## src/design/sirp_pkg.sv

```systemverilog
`default_nettype none

package sirp_pkg;

  localparam int unsigned MAX_RADIX   = 16;
  localparam int unsigned MAX_DIGITS  = 32;
  localparam int unsigned ALPHA_SIZE  = 16;
  localparam int unsigned VALUE_W     = 32;
  localparam int unsigned RADIX_W     = 5;
  localparam int unsigned CHAR_W      = 8;
  localparam int unsigned DIGIT_W     = 4;
  localparam int unsigned STACK_AW    = $clog2(MAX_DIGITS);
  localparam int unsigned COUNT_W     = STACK_AW + 1;
  localparam int unsigned CFG_IDX_W   = 2;
  localparam int unsigned CFG_DATA_W  = 64;

  // divider retires this many quotient bits per cycle
  localparam int unsigned DIV_BITS    = 8;
  localparam int unsigned DIV_STEPS   = VALUE_W / DIV_BITS;
  localparam int unsigned DIV_STEP_W  = $clog2(DIV_STEPS);

  localparam int unsigned QUEUE_DEPTH = 2;

  localparam logic [CHAR_W-1:0] CHAR_MINUS = 8'h2D;
  localparam logic [CHAR_W-1:0] CHAR_PLUS  = 8'h2B;
  localparam logic [CHAR_W-1:0] CHAR_LOW   = 8'd32;
  localparam logic [CHAR_W-1:0] CHAR_HIGH  = 8'd126;

  localparam logic [RADIX_W-1:0]    RADIX_RESET    = 5'd10;
  localparam logic [CFG_DATA_W-1:0] CHARS_LO_RESET = 64'h3736353433323130;
  localparam logic [CFG_DATA_W-1:0] CHARS_HI_RESET = 64'h4645444342413938;

  typedef enum logic [CFG_IDX_W-1:0] {
    REG_RADIX    = 2'd0,
    REG_CHARS_LO = 2'd1,
    REG_CHARS_HI = 2'd2
  } cfg_reg_t;

  typedef struct packed {
    logic [RADIX_W-1:0]    radix;
    logic [CFG_DATA_W-1:0] chars_lo;
    logic [CFG_DATA_W-1:0] chars_hi;
  } cfg_t;

  typedef struct packed {
    logic               neg;
    logic [VALUE_W-1:0] mag;
  } item_t;

  function automatic logic [CHAR_W-1:0] alpha_char(cfg_t cfg, logic [DIGIT_W-1:0] idx);
    logic [CFG_DATA_W-1:0] word;
    word = idx[3] ? cfg.chars_hi : cfg.chars_lo;
    return word[{idx[2:0], 3'b000} +: CHAR_W];
  endfunction

endpackage

`default_nettype wire

```

## src/design/signed_int_radix_printer_unit.sv

```systemverilog
// channel  | dir | handshake                     | payload
// ---------+-----+-------------------------------+-------------------------------
// input    | in  | in_valid / in_stall (out)     | value[31:0] signed
// output   | out | out_valid / out_stall (in)    | char_code[7:0], last_char
// config   | in  | cfg_valid / cfg_ready (out)   | cfg_index[1:0], cfg_data[63:0]
//
// Per number: a dequeue, a '-' if negative, then one full division per digit in
// the divider (8 quotient bits a cycle); each digit is then read back from the
// registered digit stack (S_RD) and emitted (S_EMIT), up to 32 digits.
// Reset is synchronous, active high; the digit stack needs no clearing.
// A two-beat queue decouples input from the back end; in_stall rises only when
// it is full. out_stall freezes the output register while out_valid is high; the
// back end waits on it only in S_SIGN and S_EMIT. Config writes are always taken (cfg_ready stays high).
`default_nettype none

module signed_int_radix_printer_unit import sirp_pkg::*; (
  input  wire logic                         clk,
  input  wire logic                         rst,
  input  wire logic                         in_valid,
  output logic                              in_stall,
  input  wire logic signed [VALUE_W-1:0]    value,
  output logic                              out_valid,
  input  wire logic                         out_stall,
  output logic             [CHAR_W-1:0]     char_code,
  output logic                              last_char,
  input  wire logic                         cfg_valid,
  output logic                              cfg_ready,
  input  wire logic        [CFG_IDX_W-1:0]  cfg_index,
  input  wire logic        [CFG_DATA_W-1:0] cfg_data
);

  cfg_t  cfg;
  logic  q_full;
  logic  q_empty;
  logic  push;
  logic  pop;
  item_t push_item;
  item_t pop_item;

  assign cfg_ready = 1'b1;

  always_ff @(posedge clk) begin
    if (rst) begin
      cfg.radix    <= RADIX_RESET;
      cfg.chars_lo <= CHARS_LO_RESET;
      cfg.chars_hi <= CHARS_HI_RESET;
    end else if (cfg_valid && cfg_ready) begin
      unique case (cfg_index)
        REG_RADIX:    cfg.radix    <= cfg_data[RADIX_W-1:0];
        REG_CHARS_LO: cfg.chars_lo <= cfg_data;
        REG_CHARS_HI: cfg.chars_hi <= cfg_data;
        default: begin
        end
      endcase
    end
  end

  sirp_front u_front (
    .cfg       (cfg),
    .in_valid  (in_valid),
    .value     (value),
    .in_stall  (in_stall),
    .q_full    (q_full),
    .push      (push),
    .push_item (push_item)
  );

  sirp_queue u_queue (
    .clk       (clk),
    .rst       (rst),
    .push      (push),
    .push_item (push_item),
    .full      (q_full),
    .pop       (pop),
    .pop_item  (pop_item),
    .empty     (q_empty)
  );

  sirp_back u_back (
    .clk       (clk),
    .rst       (rst),
    .cfg       (cfg),
    .empty     (q_empty),
    .pop       (pop),
    .pop_item  (pop_item),
    .out_stall (out_stall),
    .out_valid (out_valid),
    .char_code (char_code),
    .last_char (last_char)
  );

endmodule

`default_nettype wire

```

## src/design/sirp_ram.sv

```systemverilog
`default_nettype none

module sirp_ram #(
  parameter int unsigned WIDTH = 4,
  parameter int unsigned DEPTH = 32
) (
  input  wire logic                     clk,
  input  wire logic                     we,
  input  wire logic [$clog2(DEPTH)-1:0] waddr,
  input  wire logic [WIDTH-1:0]         wdata,
  input  wire logic [$clog2(DEPTH)-1:0] raddr,
  output logic      [WIDTH-1:0]         rdata
);

  logic [WIDTH-1:0] mem [DEPTH];

  always_ff @(posedge clk) begin
    if (we) begin
      mem[waddr] <= wdata;
    end
    rdata <= mem[raddr];
  end

endmodule

`default_nettype wire

```

## src/design/sirp_front.sv

```systemverilog
`default_nettype none

module sirp_front import sirp_pkg::*; (
  input  wire cfg_t                       cfg,
  input  wire logic                       in_valid,
  input  wire logic signed [VALUE_W-1:0]  value,
  output logic                            in_stall,
  input  wire logic                       q_full,
  output logic                            push,
  output item_t                           push_item
);

  logic alpha_ok;

  // radix in 2..MAX_RADIX, every active character printable, not a sign, and unique
  always_comb begin
    logic [CHAR_W-1:0] c;
    alpha_ok = (cfg.radix >= RADIX_W'(2)) && (cfg.radix <= RADIX_W'(MAX_RADIX));
    c = '0;
    for (int i = 0; i < ALPHA_SIZE; i++) begin
      if (RADIX_W'(i) < cfg.radix) begin
        c = alpha_char(cfg, DIGIT_W'(i));
        if (c == CHAR_PLUS || c == CHAR_MINUS || c < CHAR_LOW || c > CHAR_HIGH) begin
          alpha_ok = 1'b0;
        end
        for (int j = i + 1; j < ALPHA_SIZE; j++) begin
          if (RADIX_W'(j) < cfg.radix && alpha_char(cfg, DIGIT_W'(j)) == c) begin
            alpha_ok = 1'b0;
          end
        end
      end
    end
  end

  assign in_stall = q_full;

  // bad alphabet: beat is taken and dropped
  assign push          = in_valid && !q_full && alpha_ok;
  assign push_item.neg = value[VALUE_W-1];
  assign push_item.mag = value[VALUE_W-1] ? (VALUE_W'(0) - $unsigned(value))
                                          : $unsigned(value);

endmodule

`default_nettype wire

```

## src/design/sirp_queue.sv

```systemverilog
`default_nettype none

module sirp_queue import sirp_pkg::*; (
  input  wire logic  clk,
  input  wire logic  rst,
  input  wire logic  push,
  input  wire item_t push_item,
  output logic       full,
  input  wire logic  pop,
  output item_t      pop_item,
  output logic       empty
);

  localparam int unsigned PTR_W = $clog2(QUEUE_DEPTH);
  localparam int unsigned CNT_W = $clog2(QUEUE_DEPTH + 1);

  item_t             slots [QUEUE_DEPTH];
  logic [PTR_W-1:0]  wptr;
  logic [PTR_W-1:0]  rptr;
  logic [CNT_W-1:0]  count;

  assign full     = (count == CNT_W'(QUEUE_DEPTH));
  assign empty    = (count == '0);
  assign pop_item = slots[rptr];

  always_ff @(posedge clk) begin
    if (rst) begin
      wptr  <= '0;
      rptr  <= '0;
      count <= '0;
    end else begin
      if (push) begin
        wptr <= (wptr == PTR_W'(QUEUE_DEPTH - 1)) ? '0 : wptr + PTR_W'(1);
      end
      if (pop) begin
        rptr <= (rptr == PTR_W'(QUEUE_DEPTH - 1)) ? '0 : rptr + PTR_W'(1);
      end
      if (push && !pop) begin
        count <= count + CNT_W'(1);
      end else if (pop && !push) begin
        count <= count - CNT_W'(1);
      end
    end
  end

  always_ff @(posedge clk) begin
    if (push) begin
      slots[wptr] <= push_item;
    end
  end

endmodule

`default_nettype wire

```

## src/design/sirp_back.sv

```systemverilog
`default_nettype none

module sirp_back import sirp_pkg::*; (
  input  wire logic              clk,
  input  wire logic              rst,
  input  wire cfg_t              cfg,
  input  wire logic              empty,
  output logic                   pop,
  input  wire item_t             pop_item,
  input  wire logic              out_stall,
  output logic                   out_valid,
  output logic [CHAR_W-1:0]      char_code,
  output logic                   last_char
);

  typedef enum logic [2:0] {
    S_IDLE,
    S_SIGN,
    S_DIV,
    S_RD,
    S_EMIT
  } state_t;

  state_t                 state;
  logic [VALUE_W-1:0]     quo;
  logic [DIGIT_W-1:0]     rem;
  logic [DIV_STEP_W-1:0]  step;
  logic [COUNT_W-1:0]     cnt;

  logic [VALUE_W-1:0]     quo_next;
  logic [DIGIT_W-1:0]     rem_next;
  logic                   step_last;
  logic                   out_free;
  logic                   out_load;
  logic [COUNT_W-1:0]     cnt_dec;
  logic [COUNT_W-1:0]     cnt_inc;
  logic                   stack_we;
  logic [DIGIT_W-1:0]     stack_rdata;

  // restoring long division, DIV_BITS quotient bits per cycle;
  // partial remainder stays below radix so it fits in a digit
  always_comb begin
    logic [RADIX_W-1:0] t;
    logic [VALUE_W-1:0] q;
    logic [DIGIT_W-1:0] r;
    q = quo;
    r = rem;
    t = '0;
    for (int b = 0; b < DIV_BITS; b++) begin
      t = {r, q[VALUE_W-1]};
      q = {q[VALUE_W-2:0], 1'b0};
      if (t >= cfg.radix) begin
        t    = t - cfg.radix;
        q[0] = 1'b1;
      end
      r = t[DIGIT_W-1:0];
    end
    quo_next = q;
    rem_next = r;
  end

  assign step_last = (step == DIV_STEP_W'(DIV_STEPS - 1));
  assign out_free  = !out_valid || !out_stall;
  assign out_load  = out_free && (state == S_SIGN || state == S_EMIT);
  assign cnt_dec   = cnt - COUNT_W'(1);
  assign cnt_inc   = cnt + COUNT_W'(1);
  assign pop       = (state == S_IDLE) && !empty;
  assign stack_we  = (state == S_DIV) && step_last;

  sirp_ram #(
    .WIDTH (DIGIT_W),
    .DEPTH (MAX_DIGITS)
  ) u_stack (
    .clk   (clk),
    .we    (stack_we),
    .waddr (cnt[STACK_AW-1:0]),
    .wdata (rem_next),
    .raddr (cnt_dec[STACK_AW-1:0]),
    .rdata (stack_rdata)
  );

  always_ff @(posedge clk) begin
    if (rst) begin
      state     <= S_IDLE;
      quo       <= '0;
      cnt       <= '0;
      out_valid <= 1'b0;
    end else begin
      if (out_load) begin
        out_valid <= 1'b1;
      end else if (!out_stall) begin
        out_valid <= 1'b0;
      end
      unique case (state)
        S_IDLE: begin
          if (!empty) begin
            quo   <= pop_item.mag;
            rem   <= '0;
            step  <= '0;
            cnt   <= '0;
            state <= pop_item.neg ? S_SIGN : S_DIV;
          end
        end
        S_SIGN: begin
          if (out_free) begin
            char_code <= CHAR_MINUS;
            last_char <= 1'b0;
            state     <= S_DIV;
          end
        end
        S_DIV: begin
          quo  <= quo_next;
          // digit goes to the stack on the last step; zero input still yields one digit
          rem  <= step_last ? '0 : rem_next;
          step <= step + DIV_STEP_W'(1);
          if (step_last) begin
            cnt <= cnt_inc;
            if (quo_next == '0 || cnt_inc == COUNT_W'(MAX_DIGITS)) begin
              state <= S_RD;
            end
          end
        end
        S_RD: begin
          state <= S_EMIT;
        end
        S_EMIT: begin
          if (out_free) begin
            char_code <= alpha_char(cfg, stack_rdata);
            last_char <= (cnt == COUNT_W'(1));
            cnt       <= cnt_dec;
            state     <= (cnt == COUNT_W'(1)) ? S_IDLE : S_RD;
          end
        end
        default: begin
          state <= S_IDLE;
        end
      endcase
    end
  end

  a_cnt_bound: assert property (@(posedge clk) disable iff (rst)
    cnt <= COUNT_W'(MAX_DIGITS))
    else $error("digit count beyond stack depth");

  a_rem_below_radix: assert property (@(posedge clk) disable iff (rst)
    (state == S_DIV) |-> ({1'b0, rem} < cfg.radix))
    else $error("partial remainder not below radix");

  a_emit_has_digits: assert property (@(posedge clk) disable iff (rst)
    (state == S_RD || state == S_EMIT) |-> (cnt != '0))
    else $error("emitting with an empty digit stack");

  a_last_ends_item: assert property (@(posedge clk) disable iff (rst)
    (state == S_EMIT && out_free && cnt == COUNT_W'(1))
      |=> (state == S_IDLE && out_valid && last_char))
    else $error("final digit did not close the item");

endmodule

`default_nettype wire

```

## config.mk

```make
export PLATFORM = sky130hd
export DESIGN_NAME = signed_int_radix_printer_unit
export DESIGN_NICKNAME = d
export VERILOG_FILES = /design/src/design/sirp_pkg.sv /design/src/design/signed_int_radix_printer_unit.sv /design/src/design/sirp_ram.sv /design/src/design/sirp_front.sv /design/src/design/sirp_queue.sv /design/src/design/sirp_back.sv
export SDC_FILE = /design/constraint.sdc
export NUM_CORES = 2
export LEC_CHECK = 0
export ABC_AREA = 0
export BUFFER_PORTS_ARGS = -buffer_cell sky130_fd_sc_hd__clkbuf_2
export CAP_MARGIN = 20
export CELL_PAD_IN_SITES_DETAIL_PLACEMENT = 2
export CELL_PAD_IN_SITES_GLOBAL_PLACEMENT = 2
export CORE_MARGIN = 10
export CORE_UTILIZATION = 38
export CTS_BUF_LIST = sky130_fd_sc_hd__clkbuf_4 sky130_fd_sc_hd__clkbuf_8
export DETAILED_ROUTE_END_ITERATION = 6
export PLACE_DENSITY = 0.87
export SETUP_SLACK_MARGIN = 0.2
export SLEW_MARGIN = 10
export SYNTH_ARGS = -nofsm -noshare
export SYNTH_HDL_FRONTEND = slang
export SYNTH_HIERARCHICAL = 1
export SYNTH_SLANG_ARGS = --single-unit
```

## constraint.sdc

```tcl
create_clock -name clk -period 10.32 [get_ports clk]
set_input_delay 0.516 -clock clk [delete_from_list [all_inputs] [get_ports clk]]
set_output_delay 0.516 -clock clk [all_outputs]
set_load 0.1 [all_outputs]
```

==> results.cfg, run 1 <==
[clock_network]
h_tree_lvls = 3
ctsRootBufferMaster = sky130_fd_sc_hd__clkbuf_8
clkSinkCount = 393
cts_inserted_buffers = 71
clock_path_buffers = 3

[yosys]
postSynth.topFlopCell = sky130_fd_sc_hd__edfxtp_1
mappedNetlistNets = 3459
netlist_top_cells_area = sky130_fd_sc_hd__xnor2_1 (22%), sky130_fd_sc_hd__edfxtp_1 (20%), sky130_fd_sc_hd__dfxtp_1 (11%), sky130_fd_sc_hd__mux4_2 (5.6%), sky130_fd_sc_hd__xor2_1 (5.4%)
yosys.area.top_type = sky130_fd_sc_hd__xnor2_1
ys_seq_area_frac = 0.311
ys_types = 76
synth_simple_gate_area_share = 0.154
synth.cell_area_um2 = 32100
synth-seq-cells = 393
synth-edff-count = 209
ys.warnings.count = 6
yosys.cell_count.top_type = sky130_fd_sc_hd__xnor2_1
synth.top_cell.area_share = 0.219
synth.area.mux_share = 0.121
synth_top_family_by_area = XOR/XNOR gates
synth_xor_area_frac = 0.273
average_size_of_a_mapped_cell_um2 = 9.71
synthAdderAreaFrac = 0.0229
synth_compound_gate_area_share = 0.0580
ys_async_sr_fraction = 0
netlist_instances = 3302
netlist_top_cells_count = sky130_fd_sc_hd__xnor2_1 (803), sky130_fd_sc_hd__edfxtp_1 (209), sky130_fd_sc_hd__xor2_1 (198)

[floorplanning]
die_w_um = 311
dieHeight_um = 311
initial_utilization = 0.383
num_rows = 106
design.portCount = 115

[global_route]
grt_remaining_overflow = 69
gr-usage-all-layers = 0.682
grt_antenna_before_repair = 49
grt_start_max_net_pins = 122

[outcome]
flow.first_error = [ERROR GRT-0232] Routing congestion too high. Check the congestion heatmap in the GUI.
failed_at = global routing
status = aborted with a tool error

[placement]
dpl_cell_area_um2 = 33600
finalWeightedCongestion = 0.973
buffer_ports.inserted = 113
place.detailed.hpwl_um = 99300

[sta]
timing.repair.worst_endpoint_type = register data pin
timing.grt.repair.worst_endpoint = u_back/state[1]$_SDFFE_PP0P_/D
## stage by stage
| stage | setup slack [ps] | cells |
|---|---|---|
| global placement | -141 | 4353 |
| floorplan | 80.5 | 3302 |
| detailed placement | -1590 | 4353 |
| CTS | 193 | 4535 |
## kinds of logic after synthesis
logic type | count (synthesis)
compound gates | 276
other cells | 1
buf+inv | 398
simple gates | 901
mux | 278
flops | 393
xor+xnor | 1001
fa+ha+maj | 54
## what timing repair did
action                                  CTS
cloned                                    2
setup buffers                            48
hold buffers                              0
endpoints found under the setup margin  136
pin swaps                                32
gates resized for setup                 123
endpoints found under the hold margin     0
## per-layer routing
layer	global-route usage	overflow
met5	0.411	0
met4	0.611	32
met3	0.629	11
met2	0.812	24
met1	0.658	2
==> inputs of run 2 (changes only) <==
--- a/config.mk
+++ b/config.mk
@@ -8,14 +8,10 @@
 export ABC_AREA = 0
 export BUFFER_PORTS_ARGS = -buffer_cell sky130_fd_sc_hd__clkbuf_2
 export CAP_MARGIN = 20
-export CELL_PAD_IN_SITES_DETAIL_PLACEMENT = 2
-export CELL_PAD_IN_SITES_GLOBAL_PLACEMENT = 2
 export CORE_MARGIN = 10
-export CORE_UTILIZATION = 38
-export CTS_BUF_LIST = sky130_fd_sc_hd__clkbuf_4 sky130_fd_sc_hd__clkbuf_8
+export CORE_UTILIZATION = 40
 export DETAILED_ROUTE_END_ITERATION = 6
-export PLACE_DENSITY = 0.87
-export SETUP_SLACK_MARGIN = 0.2
+export PLACE_DENSITY_LB_ADDON = 0.15
 export SLEW_MARGIN = 10
 export SYNTH_ARGS = -nofsm -noshare
 export SYNTH_HDL_FRONTEND = slang
==> constraint.sdc (replaced) <==
create_clock -name clk -period 13.4 [get_ports clk]
set_input_delay 0.67 -clock clk [delete_from_list [all_inputs] [get_ports clk]]
set_output_delay 0.67 -clock clk [all_outputs]
set_load 0.1 [all_outputs]
==> results.cfg, run 2 <==
[outcome]
status = completed

[cells_and_area]
area_overhead_of_the_layout_relative_to_synthesis_pct = 8.92
num_antenna_cells = 0
final_layout_size_suffix_gt1_frac = 0.152
top_register = cfg
final_common_cell = sky130_fd_sc_hd__xnor2_1
largest_register_ff_count = 133
nNetsFinal = 3414
mostFrequentLayoutCells = sky130_fd_sc_hd__xnor2_1 (803), sky130_fd_sc_hd__edfxtp_1 (209), sky130_fd_sc_hd__xor2_1 (197)
reg.largest.list = cfg: 133 flops, u_back/u_stack/mem: 128 flops, u_queue/slots: 66 flops

[drt]
route.vias.total = 26364
drc_errors = 0
drt_first_pass_iters = 7
drt_first_iter_violations = 3149
routed_wirelength_um = 120000
detail_route.vias_per_cell = 6.07
antenna_violating_nets_post_route = 0
wire_per_inst_um = 27.6

[clock_network]
cts_tree = done
clk_pin_slew_ps = 60
worst_skew_pair.late_latency_ps = 600
cts.repair_timing.setup_buffer_count = 0
ctsRootBufferMaster = sky130_fd_sc_hd__clkbuf_16
post_cts.resized_instances = 0
h_tree_lvls = 2
holdBufCountCts = 0
cts_inserted_buffers = 45
clock_path_buffers = 3
clkSinkCount = 393

[placement]
finalWeightedCongestion = 0.947
buffer_ports.inserted = 113
place.detailed.hpwl_um = 75600

[yosys]
synth.top_cell.area_share = 0.219
netlist_instances = 3302
postSynth.topFlopCell = sky130_fd_sc_hd__edfxtp_1
netlist_top_cells_area = sky130_fd_sc_hd__xnor2_1 (22%), sky130_fd_sc_hd__edfxtp_1 (20%), sky130_fd_sc_hd__dfxtp_1 (11%), sky130_fd_sc_hd__mux4_2 (5.6%), sky130_fd_sc_hd__xor2_1 (5.4%)
ys_seq_area_frac = 0.311
ys_async_sr_fraction = 0
yosys.area.top_type = sky130_fd_sc_hd__xnor2_1
mappedNetlistNets = 3459
netlist_top_cells_count = sky130_fd_sc_hd__xnor2_1 (803), sky130_fd_sc_hd__edfxtp_1 (209), sky130_fd_sc_hd__xor2_1 (198)
ys_types = 76
average_size_of_a_mapped_cell_um2 = 9.71
synth.cell_area_um2 = 32100
synth-seq-cells = 393
ys.warnings.count = 6
yosys.cell_count.top_type = sky130_fd_sc_hd__xnor2_1
synth-edff-count = 209

[worst_hold_path]
worst_hold_path_type = in2reg

[sta]
worst_slew_margin_rel = 0.191
slew_viol_final = 0
timing.fmax_ghz = 0.0851
post-route-min-period_ps = 11750
timing_worst_slew_pin_value_ps = 1210
report.final.setup_viol = 0
clock_skew_ps = 25.5
final.period_utilization = 0.877
grt_setup_unrepaired = no
timing_hold_violations_final = 0
setup_tns_ps = 0

[floorplanning]
dieArea_um2 = 91900
num_rows = 103
dieHeight_um = 303
coreArea_um2 = 79300
design.portCount = 115
die_w_um = 303
initial_utilization = 0.405

[worst_setup_path]
critPathRequiredTime_ps = 13730
timing.critical_path.slowest_stage_cell = sky130_fd_sc_hd__dfxtp_1
critPathLaunchType = register
worst_path_class_setup = reg2reg
crit_path_max_fanout = 33
critical-path-max-stage-delay_ps = 650
crit_top_cell = sky130_fd_sc_hd__ha_1
critical_path_arrival_ps = 12090
endpoint_kind = register

[global_route]
grt_start_max_net_pins = 114
vias_in_the_first_global_route = 26132
grt_pass1_wl_um = 175000
gr-usage-all-layers = 0.251
grt_antenna_before_repair = 0
grt_remaining_overflow = 0

[run]
cap_viol_max_count = 0
[run 2: final timing paths]
path                       start        endpoint  slack [ps]  cells past startpoint
setup / recovery        cfg[130]   u_back/rem[1]        1650                     44
hold / removal      cfg_data[48]        cfg[112]         320                      3
setup reg to reg        cfg[130]   u_back/rem[1]        1650                     44
hold reg to reg   u_back/quo[26]  u_back/quo[26]         460                      2
[run 2: stage by stage]
step | worst slack, ps | hold WS [ps] | utilization | instances | area, um^2
2_1_floorplan | 2620 | 436 | - | 3302 | 32100
3_3_place_gp | 2030 | 450 | 0.421 | 4259 | 33400
3_5_place_dp | 1680 | 449 | 0.421 | 4259 | 33400
4_1_cts | 1660 | 296 | 0.440 | 4341 | 34900
5_1_grt | 693 | 316 | 0.441 | 4342 | 34900
6_report | 1650 | 320 | 0.441 | 4342 | 34900
[run 2: cell type report]
| class | instances | area (um^2) |
|---|---|---|
| tap | 1050 | 1310 |
| sequential | 393 | 9970 |
| clock buffer | 59 | 1180 |
| inverter | 40 | 150 |
| fill | 7590 | 44300 |
| multi-input combinational | 2511 | 20200 |
| clock inverter | 23 | 359 |
| timing repair buffer | 266 | 1740 |
[run 2: metal layers]
layer | vias up | track usage | share of wire
met5 | - | 0 | 0
met1 | 13075 | 0.331 | 0.41
met3 | 376 | 0.0536 | 0.096
met4 | 0 | 0.114 | 0.050
met2 | 1477 | 0.390 | 0.44
li1 | 11436 | - | -
[run 2: cell families (layout without fill, tap and decap cells)]
logic type,count (synthesis),in the layout,synth area share
xor gates and xnor gates,1001,1001,0.273
and+or+nand+nor,901,901,0.154
AOI/OAI and AO/OA,276,276,0.0580
DFF,393,393,0.311
muxes,278,278,0.121
adders and majority gates,54,54,0.0229
buffers and inverters,398,388,0.0603
other,1,1,0.000117
[run 2: worst max-delay path, delay by kind of cell (launching register included)]
kind / cells / cell delay, ps
multiplexers: 7 / 2700
AND/OR/NAND/NOR: 5 / 490
adder cells (fa/ha/maj): 8 / 2460
flip-flops: 1 / 650
AO/OA/AOI/OAI: 20 / 4440
buffers and inverters: 4 / 710
Power of run 2 is left out: the tool's default activity adds up to more than one toggle a clock period on the data nets, which glitch-free logic cannot reach.
